### src/hdl/nrmc_pkg.sv
package nrmc_pkg;

  localparam int MIN_FRAC_DIGITS = 4;
  localparam int FIELDS_REQUIRED = 12;

  localparam int FRAC_DIGITS = (MIN_FRAC_DIGITS > 3) ? MIN_FRAC_DIGITS : 3;
  localparam int FRAC_W      = $clog2(10 ** FRAC_DIGITS);
  localparam int MFIX_W      = $clog2(100 * (10 ** MIN_FRAC_DIGITS));
  localparam int MFIX_SCALE  = 10 ** (7 - MIN_FRAC_DIGITS);

  localparam logic [4:0]  FIELDS_REQ   = 5'(FIELDS_REQUIRED);
  localparam logic [2:0]  FRAC_LIM_ANG = 3'(MIN_FRAC_DIGITS);
  localparam logic [2:0]  FRAC_LIM_TIM = 3'd3;
  localparam logic [19:0] INT_MAX      = 20'd999999;
  localparam logic [13:0] DEG_MAX      = 14'd9999;
  localparam logic [29:0] LAT_MAX      = 30'd900000000;
  localparam logic [30:0] LON_MAX      = 31'd1800000000;
  localparam logic [28:0] RECIP15      = 29'h11111112;
  localparam logic [2:0]  HDR_LEN      = 3'd6;
  localparam logic [3:0]  FIELD_MAX    = 4'd15;

  localparam logic [7:0] CH_DOLLAR = 8'h24;
  localparam logic [7:0] CH_COMMA  = 8'h2C;
  localparam logic [7:0] CH_POINT  = 8'h2E;
  localparam logic [7:0] CH_ZERO   = 8'h30;
  localparam logic [7:0] CH_NINE   = 8'h39;

  localparam int CMDQ_DEPTH = 4;
  localparam int CMDQ_AW    = 2;

  typedef enum logic [1:0] {
    ST_OK        = 2'd0,
    ST_NO_DOLLAR = 2'd1,
    ST_NOT_RMC   = 2'd2,
    ST_MISSING   = 2'd3
  } status_t;

  typedef enum logic [1:0] {
    CL_NONE = 2'd0,
    CL_TIME = 2'd1,
    CL_LAT  = 2'd2,
    CL_LON  = 2'd3
  } close_t;

  typedef enum logic [3:0] {
    PH_IDLE   = 4'b0001,
    PH_HEADER = 4'b0010,
    PH_FIELDS = 4'b0100,
    PH_SKIP   = 4'b1000
  } phase_t;

  typedef struct packed {
    close_t            kind;
    logic              eos;
    status_t           status;
    logic [19:0]       acc;
    logic [13:0]       deg;
    logic [6:0]        minu;
    logic [FRAC_W-1:0] frac;
    logic [2:0]        cnt;
  } cmd_t;

  typedef struct packed {
    status_t     status;
    logic [19:0] time_hhmmss;
    logic [9:0]  time_millis;
    logic [29:0] latitude_e7;
    logic [30:0] longitude_e7;
  } result_t;

  function automatic logic [7:0] hdr_char(input logic [2:0] pos);
    logic [7:0] c;
    case (pos)
      3'd0: c = 8'h24;
      3'd1: c = 8'h47;
      3'd2: c = 8'h50;
      3'd3: c = 8'h52;
      3'd4: c = 8'h4D;
      3'd5: c = 8'h43;
      default: c = 8'h00;
    endcase
    return c;
  endfunction

  function automatic logic [19:0] pow10(input logic [2:0] n);
    logic [19:0] p;
    case (n)
      3'd0: p = 20'd1;
      3'd1: p = 20'd10;
      3'd2: p = 20'd100;
      3'd3: p = 20'd1000;
      3'd4: p = 20'd10000;
      3'd5: p = 20'd100000;
      3'd6: p = 20'd1000000;
      default: p = 20'd1;
    endcase
    return p;
  endfunction

  function automatic close_t field_kind(input logic [3:0] f);
    close_t k;
    case (f)
      4'd1: k = CL_TIME;
      4'd3: k = CL_LAT;
      4'd5: k = CL_LON;
      default: k = CL_NONE;
    endcase
    return k;
  endfunction

endpackage

### src/hdl/nmea_rmc_position_parser_unit.sv
// throughput: one byte per cycle while in_full is low; a sentence result stalls the back end
// pipeline (three stages) while the result buffer is full, else it takes one command per cycle
// a four-entry command queue and a two-entry result buffer part the front, back and output
// reset (rst_n low, synchronous) clears the parser, all stored time and position, and both queues
module nmea_rmc_position_parser_unit (
  input  logic        clk,
  input  logic        rst_n,
  input  logic        in_push,
  output logic        in_full,
  input  logic [7:0]  in_rx_byte,
  input  logic        in_end_of_sentence,
  input  logic        out_pop,
  output logic        out_empty,
  output logic [1:0]  out_status,
  output logic [19:0] out_time_hhmmss,
  output logic [9:0]  out_time_millis,
  output logic [29:0] out_latitude_e7,
  output logic [30:0] out_longitude_e7
);
  import nrmc_pkg::*;

  logic    in_fire;
  logic    cmd_push, cmd_full, cmd_pop, cmd_empty;
  cmd_t    cmd_in, cmd_head;
  result_t res;

  assign in_full = cmd_full;
  assign in_fire = in_push && !cmd_full;

  nrmc_front u_front (
    .clk      (clk),
    .rst_n    (rst_n),
    .fire     (in_fire),
    .rx_byte  (in_rx_byte),
    .eos      (in_end_of_sentence),
    .cmd_push (cmd_push),
    .cmd      (cmd_in)
  );

  nrmc_cmdq u_cmdq (
    .clk     (clk),
    .rst_n   (rst_n),
    .push    (cmd_push),
    .wr_data (cmd_in),
    .full    (cmd_full),
    .pop     (cmd_pop),
    .rd_data (cmd_head),
    .empty   (cmd_empty)
  );

  nrmc_back u_back (
    .clk       (clk),
    .rst_n     (rst_n),
    .cmd       (cmd_head),
    .cmd_empty (cmd_empty),
    .cmd_pop   (cmd_pop),
    .res_pop   (out_pop),
    .res_empty (out_empty),
    .res       (res)
  );

  assign out_status       = res.status;
  assign out_time_hhmmss  = res.time_hhmmss;
  assign out_time_millis  = res.time_millis;
  assign out_latitude_e7  = res.latitude_e7;
  assign out_longitude_e7 = res.longitude_e7;

`ifndef SYNTHESIS
  a_angle_range: assert property (@(posedge clk) disable iff (!rst_n)
    !out_empty |-> (out_latitude_e7 <= LAT_MAX) && (out_longitude_e7 <= LON_MAX))
    else $error("angle beyond limit");

  a_time_range: assert property (@(posedge clk) disable iff (!rst_n)
    !out_empty |-> (out_time_hhmmss <= INT_MAX) && (out_time_millis <= 10'd999))
    else $error("time beyond range");

  a_reset_empty: assert property (@(posedge clk)
    !rst_n |=> out_empty)
    else $error("result after reset");

  a_no_push_full: assert property (@(posedge clk) disable iff (!rst_n)
    cmd_push |-> !cmd_full)
    else $error("command lost on full queue");
`endif

endmodule

### src/hdl/nrmc_front.sv
module nrmc_front (
  input  logic          clk,
  input  logic          rst_n,
  input  logic          fire,
  input  logic [7:0]    rx_byte,
  input  logic          eos,
  output logic          cmd_push,
  output nrmc_pkg::cmd_t cmd
);
  import nrmc_pkg::*;

  phase_t            phase_r, phase_nxt;
  logic [3:0]        field_r, field_nxt;
  logic [2:0]        hp_r, hp_nxt;
  status_t           err_r, err_nxt;
  logic [19:0]       acc_r, acc_nxt;
  logic [13:0]       deg_r, deg_nxt;
  logic [3:0]        tens_r, tens_nxt;
  logic [3:0]        ones_r, ones_nxt;
  logic [FRAC_W-1:0] frac_r, frac_nxt;
  logic [2:0]        cnt_r, cnt_nxt;
  logic              pt_r, pt_nxt;

  logic        is_digit;
  logic [3:0]  dig;
  logic [23:0] int_sum;
  logic [17:0] deg_sum;
  logic [23:0] frac_sum;
  logic [2:0]  lim;
  logic        comma_close;

  assign is_digit = (rx_byte >= CH_ZERO) && (rx_byte <= CH_NINE);
  assign dig      = rx_byte[3:0];
  assign int_sum  = {4'b0, acc_r} * 24'd10 + {20'b0, dig};
  assign deg_sum  = {4'b0, deg_r} * 18'd10 + {14'b0, tens_r};
  assign frac_sum = 24'(frac_r) * 24'd10 + {20'b0, dig};
  assign lim      = (field_r == 4'd1) ? FRAC_LIM_TIM : FRAC_LIM_ANG;

  always_comb begin
    phase_nxt   = phase_r;
    field_nxt   = field_r;
    hp_nxt      = hp_r;
    err_nxt     = err_r;
    acc_nxt     = acc_r;
    deg_nxt     = deg_r;
    tens_nxt    = tens_r;
    ones_nxt    = ones_r;
    frac_nxt    = frac_r;
    cnt_nxt     = cnt_r;
    pt_nxt      = pt_r;
    comma_close = 1'b0;
    cmd         = '0;
    cmd_push    = 1'b0;

    case (phase_r)
      PH_IDLE: begin
        if (rx_byte == CH_DOLLAR) begin
          hp_nxt    = 3'd1;
          phase_nxt = PH_HEADER;
        end else begin
          err_nxt   = ST_NO_DOLLAR;
          phase_nxt = PH_SKIP;
        end
      end
      PH_HEADER: begin
        if (rx_byte == CH_COMMA) begin
          if (hp_r == HDR_LEN) begin
            phase_nxt = PH_FIELDS;
            field_nxt = 4'd1;
            acc_nxt   = '0;
            deg_nxt   = '0;
            tens_nxt  = '0;
            ones_nxt  = '0;
            frac_nxt  = '0;
            cnt_nxt   = '0;
            pt_nxt    = 1'b0;
          end else begin
            err_nxt   = ST_NOT_RMC;
            phase_nxt = PH_SKIP;
          end
        end else if (hp_r < HDR_LEN && rx_byte == hdr_char(hp_r)) begin
          hp_nxt = hp_r + 3'd1;
        end else begin
          err_nxt   = ST_NOT_RMC;
          phase_nxt = PH_SKIP;
        end
      end
      PH_FIELDS: begin
        if (rx_byte == CH_COMMA) begin
          comma_close = 1'b1;
          if (field_r < FIELD_MAX) field_nxt = field_r + 4'd1;
          acc_nxt  = '0;
          deg_nxt  = '0;
          tens_nxt = '0;
          ones_nxt = '0;
          frac_nxt = '0;
          cnt_nxt  = '0;
          pt_nxt   = 1'b0;
        end else if (rx_byte == CH_POINT) begin
          pt_nxt = 1'b1;
        end else if (is_digit) begin
          if (!pt_r) begin
            if (int_sum > 24'(INT_MAX)) begin
              acc_nxt  = INT_MAX;
              deg_nxt  = DEG_MAX;
              tens_nxt = 4'd9;
              ones_nxt = 4'd9;
            end else begin
              acc_nxt  = int_sum[19:0];
              deg_nxt  = deg_sum[13:0];
              tens_nxt = ones_r;
              ones_nxt = dig;
            end
          end else if (cnt_r < lim) begin
            frac_nxt = frac_sum[FRAC_W-1:0];
            cnt_nxt  = cnt_r + 3'd1;
          end
        end
      end
      PH_SKIP: begin
        phase_nxt = PH_SKIP;
      end
      default: begin
        phase_nxt = PH_IDLE;
      end
    endcase

    // field close on its comma, or at the end mark
    if (comma_close && field_kind(field_r) != CL_NONE) begin
      cmd.kind = field_kind(field_r);
      cmd.acc  = acc_r;
      cmd.deg  = deg_r;
      cmd.minu = 7'({3'b0, tens_r} * 7'd10 + {3'b0, ones_r});
      cmd.frac = frac_r;
      cmd.cnt  = cnt_r;
    end else if (eos && phase_nxt == PH_FIELDS) begin
      cmd.kind = field_kind(field_nxt);
      cmd.acc  = acc_nxt;
      cmd.deg  = deg_nxt;
      cmd.minu = 7'({3'b0, tens_nxt} * 7'd10 + {3'b0, ones_nxt});
      cmd.frac = frac_nxt;
      cmd.cnt  = cnt_nxt;
    end
    cmd.eos = eos;
    if (phase_nxt == PH_HEADER) begin
      cmd.status = (hp_nxt == HDR_LEN) ? ST_MISSING : ST_NOT_RMC;
    end else if (phase_nxt == PH_FIELDS) begin
      cmd.status = (({1'b0, field_nxt} + 5'd1) < FIELDS_REQ) ? ST_MISSING : err_nxt;
    end else begin
      cmd.status = err_nxt;
    end
    cmd_push = fire && (cmd.kind != CL_NONE || eos);

    if (eos) begin
      phase_nxt = PH_IDLE;
      field_nxt = '0;
      hp_nxt    = '0;
      err_nxt   = ST_OK;
      acc_nxt   = '0;
      deg_nxt   = '0;
      tens_nxt  = '0;
      ones_nxt  = '0;
      frac_nxt  = '0;
      cnt_nxt   = '0;
      pt_nxt    = 1'b0;
    end
  end

  always_ff @(posedge clk) begin
    if (!rst_n) begin
      phase_r <= PH_IDLE;
      field_r <= '0;
      hp_r    <= '0;
      err_r   <= ST_OK;
      acc_r   <= '0;
      deg_r   <= '0;
      tens_r  <= '0;
      ones_r  <= '0;
      frac_r  <= '0;
      cnt_r   <= '0;
      pt_r    <= 1'b0;
    end else if (fire) begin
      phase_r <= phase_nxt;
      field_r <= field_nxt;
      hp_r    <= hp_nxt;
      err_r   <= err_nxt;
      acc_r   <= acc_nxt;
      deg_r   <= deg_nxt;
      tens_r  <= tens_nxt;
      ones_r  <= ones_nxt;
      frac_r  <= frac_nxt;
      cnt_r   <= cnt_nxt;
      pt_r    <= pt_nxt;
    end
  end

endmodule

### src/hdl/nrmc_cmdq.sv
module nrmc_cmdq (
  input  logic           clk,
  input  logic           rst_n,
  input  logic           push,
  input  nrmc_pkg::cmd_t wr_data,
  output logic           full,
  input  logic           pop,
  output nrmc_pkg::cmd_t rd_data,
  output logic           empty
);
  import nrmc_pkg::*;

  cmd_t               mem_r [CMDQ_DEPTH];
  logic [CMDQ_AW-1:0] wp_r, wp_nxt;
  logic [CMDQ_AW-1:0] rp_r, rp_nxt;
  logic [CMDQ_AW:0]   cnt_r, cnt_nxt;
  logic               do_push, do_pop;

  assign full    = (cnt_r == (CMDQ_AW + 1)'(CMDQ_DEPTH));
  assign empty   = (cnt_r == '0);
  assign rd_data = mem_r[rp_r];
  assign do_push = push && !full;
  assign do_pop  = pop && !empty;

  always_comb begin
    wp_nxt  = do_push ? wp_r + 1'b1 : wp_r;
    rp_nxt  = do_pop ? rp_r + 1'b1 : rp_r;
    cnt_nxt = cnt_r + (CMDQ_AW + 1)'(do_push) - (CMDQ_AW + 1)'(do_pop);
  end

  always_ff @(posedge clk) begin
    if (do_push) mem_r[wp_r] <= wr_data;
  end

  always_ff @(posedge clk) begin
    if (!rst_n) begin
      wp_r  <= '0;
      rp_r  <= '0;
      cnt_r <= '0;
    end else begin
      wp_r  <= wp_nxt;
      rp_r  <= rp_nxt;
      cnt_r <= cnt_nxt;
    end
  end

endmodule

### src/hdl/nrmc_back.sv
module nrmc_back (
  input  logic              clk,
  input  logic              rst_n,
  input  nrmc_pkg::cmd_t    cmd,
  input  logic              cmd_empty,
  output logic              cmd_pop,
  input  logic              res_pop,
  output logic              res_empty,
  output nrmc_pkg::result_t res
);
  import nrmc_pkg::*;

  logic adv;

  // stage 1: minutes fixed point, whole degrees scaled
  logic              p1_v_r;
  close_t            p1_kind_r;
  logic              p1_eos_r;
  status_t           p1_st_r;
  logic [19:0]       p1_acc_r;
  logic [9:0]        p1_ms_r;
  logic [MFIX_W-1:0] p1_mfix_r;
  logic [36:0]       p1_deg7_r;

  // stage 2: minutes times decimal scale
  logic              p2_v_r;
  close_t            p2_kind_r;
  logic              p2_eos_r;
  status_t           p2_st_r;
  logic [19:0]       p2_acc_r;
  logic [9:0]        p2_ms_r;
  logic [29:0]       p2_x_r;
  logic [36:0]       p2_deg7_r;

  // stage 3: divide by sixty
  logic              p3_v_r;
  close_t            p3_kind_r;
  logic              p3_eos_r;
  status_t           p3_st_r;
  logic [19:0]       p3_acc_r;
  logic [9:0]        p3_ms_r;
  logic [24:0]       p3_q_r;
  logic [36:0]       p3_deg7_r;

  logic [19:0] st_time_r, st_time_nxt;
  logic [9:0]  st_ms_r, st_ms_nxt;
  logic [29:0] st_lat_r, st_lat_nxt;
  logic [30:0] st_lon_r, st_lon_nxt;

  result_t     rb_r [2];
  logic        rb_wp_r, rb_rp_r;
  logic [1:0]  rb_cnt_r;
  logic        rb_push, rb_pop;

  logic [39:0] ms_prod;
  logic [39:0] mfix_sum;
  logic [36:0] deg7_c;
  logic [56:0] q_prod;
  logic [36:0] angle;
  result_t     res_new;

  assign adv     = !(p3_v_r && p3_eos_r && rb_cnt_r == 2'd2);
  assign cmd_pop = adv && !cmd_empty;

  assign ms_prod  = {20'b0, 20'(cmd.frac)} * {20'b0, pow10(FRAC_LIM_TIM - cmd.cnt)};
  assign mfix_sum = {33'b0, cmd.minu} * 40'(10 ** MIN_FRAC_DIGITS)
                  + {20'b0, 20'(cmd.frac)} * {20'b0, pow10(FRAC_LIM_ANG - cmd.cnt)};
  assign deg7_c   = {23'b0, cmd.deg} * 37'd10000000;
  assign q_prod   = {29'b0, p2_x_r[29:2]} * {28'b0, RECIP15};
  assign angle    = p3_deg7_r + {12'b0, p3_q_r};

  always_comb begin
    st_time_nxt = st_time_r;
    st_ms_nxt   = st_ms_r;
    st_lat_nxt  = st_lat_r;
    st_lon_nxt  = st_lon_r;
    if (adv && p3_v_r) begin
      case (p3_kind_r)
        CL_TIME: begin
          st_time_nxt = p3_acc_r;
          st_ms_nxt   = p3_ms_r;
        end
        CL_LAT: st_lat_nxt = (angle > 37'(LAT_MAX)) ? LAT_MAX : angle[29:0];
        CL_LON: st_lon_nxt = (angle > 37'(LON_MAX)) ? LON_MAX : angle[30:0];
        default: ;
      endcase
    end
    res_new.status       = p3_st_r;
    res_new.time_hhmmss  = st_time_nxt;
    res_new.time_millis  = st_ms_nxt;
    res_new.latitude_e7  = st_lat_nxt;
    res_new.longitude_e7 = st_lon_nxt;
  end

  assign rb_push   = adv && p3_v_r && p3_eos_r;
  assign res_empty = (rb_cnt_r == 2'd0);
  assign rb_pop    = res_pop && !res_empty;
  assign res       = rb_r[rb_rp_r];

  always_ff @(posedge clk) begin
    if (adv) begin
      p1_kind_r <= cmd.kind;
      p1_eos_r  <= cmd.eos;
      p1_st_r   <= cmd.status;
      p1_acc_r  <= cmd.acc;
      p1_ms_r   <= ms_prod[9:0];
      p1_mfix_r <= mfix_sum[MFIX_W-1:0];
      p1_deg7_r <= deg7_c;

      p2_kind_r <= p1_kind_r;
      p2_eos_r  <= p1_eos_r;
      p2_st_r   <= p1_st_r;
      p2_acc_r  <= p1_acc_r;
      p2_ms_r   <= p1_ms_r;
      p2_x_r    <= 30'(40'(p1_mfix_r) * 40'(MFIX_SCALE));
      p2_deg7_r <= p1_deg7_r;

      p3_kind_r <= p2_kind_r;
      p3_eos_r  <= p2_eos_r;
      p3_st_r   <= p2_st_r;
      p3_acc_r  <= p2_acc_r;
      p3_ms_r   <= p2_ms_r;
      p3_q_r    <= q_prod[56:32];
      p3_deg7_r <= p2_deg7_r;
    end
    if (rb_push) rb_r[rb_wp_r] <= res_new;
  end

  always_ff @(posedge clk) begin
    if (!rst_n) begin
      p1_v_r    <= 1'b0;
      p2_v_r    <= 1'b0;
      p3_v_r    <= 1'b0;
      st_time_r <= '0;
      st_ms_r   <= '0;
      st_lat_r  <= '0;
      st_lon_r  <= '0;
      rb_wp_r   <= 1'b0;
      rb_rp_r   <= 1'b0;
      rb_cnt_r  <= '0;
    end else begin
      if (adv) begin
        p1_v_r <= !cmd_empty;
        p2_v_r <= p1_v_r;
        p3_v_r <= p2_v_r;
      end
      st_time_r <= st_time_nxt;
      st_ms_r   <= st_ms_nxt;
      st_lat_r  <= st_lat_nxt;
      st_lon_r  <= st_lon_nxt;
      if (rb_push) rb_wp_r <= !rb_wp_r;
      if (rb_pop) rb_rp_r <= !rb_rp_r;
      rb_cnt_r <= rb_cnt_r + 2'(rb_push) - 2'(rb_pop);
    end
  end

endmodule

### config.mk
export PLATFORM = sky130hd
export DESIGN_NAME = nmea_rmc_position_parser_unit
export DESIGN_NICKNAME = d
export VERILOG_FILES = /design/src/hdl/nrmc_pkg.sv /design/src/hdl/nmea_rmc_position_parser_unit.sv /design/src/hdl/nrmc_front.sv /design/src/hdl/nrmc_cmdq.sv /design/src/hdl/nrmc_back.sv
export SDC_FILE = /design/constraint.sdc
export NUM_CORES = 2
export LEC_CHECK = 0
export ABC_AREA = 1
export BUFFER_PORTS_ARGS = -buffer_cell sky130_fd_sc_hd__buf_4
export CORE_MARGIN = 4
export CORE_UTILIZATION = 39
export DETAILED_ROUTE_END_ITERATION = 7
export GPL_ROUTABILITY_DRIVEN = 1
export SKIP_CTS_REPAIR_TIMING = 1
export SLEW_MARGIN = 5
export SYNTH_ARGS = -nofsm -noshare
export SYNTH_HDL_FRONTEND = slang
export SYNTH_SLANG_ARGS = --single-unit
### constraint.sdc
create_clock -name clk -period 10.1 [get_ports clk]
set_input_delay 1.01 -clock clk [delete_from_list [all_inputs] [get_ports clk]]
set_output_delay 1.01 -clock clk [all_outputs]
set_load 0.01 [all_outputs]
Word level (Yosys, flattened, before mapping)
Memories as Yosys holds them, arrays and structs flattened. A register that Yosys moved wholly into a read port is not among the register bits. Cells that the tools add are included.

Add/subtract/negate cells: 19. $mul: 11. $lt $le $gt $ge: 9. Equality and inequality tests: 43. Muxes and demuxes: 119. Reduce and logical (&&, ||, !) cells: 28.

Operators by type and width (number): $pmux W20 S6 (2); $mux W14 (16); $mux W20 (10); $mux W58 (2); $mux W4 (26); $mux W31 (3); $mux W30 (3); $pmux W14 S2 (2); $mul A27 B28 Y55 const B (1); $pmux W7 S6 (1); $pmux W20 S2 (1); $mux W3 (13); $add A37 B25 Y37 (1); $gt A37 B30 Y1 const B (1); $gt A37 B31 Y1 const B (1); $eq A3 B3 Y1 const B (11); $mul A14 B17 Y30 const B (1); $add A14 B4 Y14 (2); $mul A14 B3 Y13 const B (2); $mul A20 B7 Y27 const B (1); $add A24 B4 Y24 (1); $eq A8 B6 Y1 const B (3); $gt A24 B20 Y1 const B (1); $mux W2 (12); 51 further kinds (112).

Bits in registers: 445. Bits in writable memories: 438. Input port bits: 13. Output and inout bits: 95. Logic and storage cells: 276. Memories: 2.

Memories: u_cmdq.mem_r (words 4, width 63, read ports 1, clocked after Yosys merged registers in 1, write ports 1, line nrmc_cmdq.sv:13) `cmd_t mem_r [CMDQ_DEPTH];`; u_back.rb_r (words 2, width 93, read ports 1, clocked after Yosys merged registers in 1, write ports 1, line nrmc_back.sv:50) `result_t rb_r [2];`.

Logic depth before layout (Yosys ltp)
Word-level depth: 19. Gate-level depth with buffers: 41. Mapped depth without buffers: 39.

Cells and area by module
Synthesis repeated with hierarchy kept, for this count alone.

Cell total of the unflattened synthesis: 6557. Area total of the unflattened synthesis: 62758.9 µm².

By module, submodules not included: nrmc_back (times used 1, cells each 4255, area an instance 43037.5 µm², sequential area each 15584.9 µm²); nrmc_cmdq (times used 1, cells each 677, area an instance 10171.0 µm², sequential area each 7747.4 µm²); nrmc_front (times used 1, cells each 1623, area an instance 9540.4 µm², sequential area each 1461.4 µm²); nmea_rmc_position_parser_unit (times used 1, cells each 2, area an instance 10.0 µm², sequential area each 0.0 µm²).

Worst setup path before layout
Ideal clock, no wire load.

Path kind: flip-flop to flip-flop. Start: register (tool-made name). End: register u_back.p1_mfix_r[19] (data pin). Setup time: 260 ps. Data arrival time: 8794 ps. Required time: 9840 ps. Slack: 1047 ps. Stages on the path, launching flop included: 36. Buffers on the path: 6. Clock period less this slack: 9053 ps. Path through: dfxtp_1 buf_4 buf_2 buf_2 clkbuf_1 clkbuf_1 clkbuf_1 nor2_1 o22ai_1 ha_1 ha_1 inv_1 fa_1 fa_1 inv_1 ha_1 inv_1 o31ai_1 a21oi_1 o21bai_1 a21o_1 a21oi_1 xnor2_1 fa_1 inv_1 fa_1 fa_1 fa_1 fa_1 fa_1 xnor2_1 xor2_1 xnor2_1 xor2_1 xor2_1 xnor2_1.

RTL lines: end signal, assigned (line nrmc_back.sv:107) `p1_mfix_r <= mfix_sum[MFIX_W-1:0];`; end, declared (line nrmc_back.sv:22) `logic [MFIX_W-1:0] p1_mfix_r;`.

==> results.sh <==
export IMPL_hold_viol_final=0
export IMPL_slowest_delay_ns=0.55
export IMPL_fp_dieH_microns=404
export IMPL_worst_pin_slew_ns=1.22
export IMPL_synth_seq_cells=886
export IMPL_num_io_pins=108
export IMPL_worstHoldPathCells=0
export IMPL_fin_nets=7409
export IMPL_clk_pin_slew_ns=0.06
export IMPL_grt_pass1_wl_mm=231
export IMPL_r2r_cells=35
export IMPL_antenna_diode_count=0
export IMPL_gr_total_overflow=0
export IMPL_async_reset_ff_frac=0
export IMPL_vias=42400
export IMPL_grt_usage=0.176
export IMPL_cp_data_arrival_time_ns=9.41
export IMPL_via_per_inst=4.97
export IMPL_drive_above_1_share=0.0841
export IMPL_numCtsBuffers=95
export IMPL_cts_root_buffer="clkbuf_16"
export IMPL_synth_net_count=7326
export IMPL_setup_viol=0
export IMPL_outcome="complete, no violations"
export IMPL_path_buf_inv=8
export IMPL_cp_max_fo=34
export IMPL_final_cell_mix="nand2_1 (1233), inv_1 (938), edfxtp_1 (705)"
export IMPL_drc=0
export IMPL_cts_tree="yes"
export IMPL_synth_edf_count=705
export IMPL_wl_per_cell_microns=16.9
export IMPL_max_slew_margin=0.179
export IMPL_drt_pre_antenna_iters=6
export IMPL_area_growth_pct=10.5
export IMPL_syn_inst=6303
export IMPL_synth_ff_type="edfxtp_1"
export IMPL_hp_start="u_back.p1_acc_r[1]"
export IMPL_start_kind="flop"
export IMPL_die_area_sq_um=163000
export IMPL_whs_ns=0.403
export IMPL_globalplace_congestion=0.900
export IMPL_min_path_type="reg -> reg"
export IMPL_maxCapViolCount=0
export IMPL_clkLatencyLatePin_ns=0.73
export IMPL_path_common_cell="inv_1"
export IMPL_worstPathRequired_ns=10.56
export IMPL_finClkSkew_ns=0.0482
export IMPL_htree_levels=3
export IMPL_postLayoutCoreUtil=0.433
export IMPL_avgSynthCellArea_sq_um=9.71
export IMPL_critical_path_class="reg -> reg"
export IMPL_r2r_end="u_back.p1_mfix_r[19]"
export IMPL_period_share=0.886
export IMPL_drt_initial_drc_count=2621
export IMPL_ant_nets=0
export IMPL_port_buffers=107
export IMPL_cts_sinks=886
export IMPL_final_common_cell="nand2_1"
export IMPL_cts_buffer_depth=3
export IMPL_clock_fmax_ghz=0.112
export IMPL_worstHoldEndpoint="u_back.p2_acc_r[1]"
export IMPL_hpwl_mm=108
export IMPL_period_minus_slack_ns=8.95
export IMPL_worst_setup_path_end_kind="flop"
export IMPL_rsz0062_at_grt="false"
export IMPL_rows=145
export IMPL_ys_seq_area_frac=0.405
export IMPL_core_area_sq_um=156000
export IMPL_crit_slowest_cell="fa_1"
export IMPL_postRouteWirelength_mm=144
export IMPL_tns_ns=0
export IMPL_reg2reg_slack_ns=1.15
export IMPL_ys_types=68
export IMPL_drv_slew=0
export IMPL_grt_pass1_vias=42100
export IMPL_die_w_microns=404
export IMPL_crit_family="adder cells"
export IMPL_start_util=0.392
export IMPL_grt_max_degree=144
export IMPL_synth_warnings=0
export IMPL_antenna_found_initial=1
export IMPL_syn_area_sq_um=61200
## layout make-up
cell class / instances / area (sq um)
Fill cell: 14900 / 88600
Multi-Input combinational cell: 4285 / 32200
Sequential cell: 886 / 24800
Inverter: 966 / 3640
Tap cell: 2058 / 2570
Clock buffer: 118 / 2500
Timing Repair Buffer: 152 / 1150
Clock inverter: 59 / 763
## worst max-delay path by stage
stage	startpoint	endpoint	slack, ns	depth (start not counted)
final	flop	u_back.p1_mfix_r[19]	1.15	35
after global placement	flop	u_back.p1_mfix_r[19]	1.27	32
after detailed placement	flop	u_back.p1_mfix_r[19]	1.17	32
after floorplan	flop	u_back.p1_mfix_r[19]	1.05	35
after global routing	flop	u_back.p1_mfix_r[19]	0.52	33
after CTS	flop	u_back.p1_mfix_r[19]	1.14	32
## per-layer routing
metal	vias to the layer above	GRT usage	part of all wire
li1	21000	-	-
met1	20200	0.249	0.47
met2	941	0.288	0.46
met3	183	0.0248	0.047
met4	0	0.0409	0.021
met5	-	0	0
## cells by family after synthesis
kind of cell | synth area share
AOI/OAI and AO/OA | 0.0834
xor gates and xnor gates | 0.0293
adders and majority gates | 0.254
buffers and inverters | 0.0705
DFF | 0.405
muxes | 0.0175
and+or+nand+nor | 0.140
## cells in the mapped netlist (57+ instances only)
cell type	count	area [sq um]
xor2_1	144	1260
mux2_2	94	1060
ha_1	622	7780
edfxtp_1	705	21200
nor2_1	474	1780
clkbuf_1	137	514
dfxtp_1	181	3620
o21ai_0	223	1120
xnor2_1	57	499
fa_1	388	7770
nand3_1	138	691
nand2_1	1233	4630
a21oi_1	418	2090
inv_1	940	3530
## worst register-to-register path: cells and delay by family (launching register included)
family | cells | cell delay, ns
simple gates | 8 | 1.64
flops | 1 | 0.32
xor+xnor | 1 | 0.12
compound gates | 10 | 1.82
fa+ha+maj | 8 | 3.37
buf+inv | 8 | 1.40
## sequential cells by signal (all words and copies together) (netlist names), 27 cells and up, named ones only
signal / count
u_cmdq.mem_r: 252
u_back.rb_r: 186
u_back.st_lon_r: 31
u_back.p1_deg7_r: 30
u_back.p2_deg7_r: 30
u_back.p3_deg7_r: 30
u_back.st_lat_r: 30
u_back.p2_x_r: 27
## per-stage QoR
step                instances  cell area (sq um)  worst slack, ns
floorplan                6303              61200             1.05
global placement         8347              64400             1.27
finish                   8524              67600             1.15
detailed placement       8347              64400             1.17
global route             8524              67600            0.521
CTS                      8524              67600             1.14
Power is left out: the tool's default activity adds up to more than one toggle a clock period on the data nets, which glitch-free logic cannot reach.
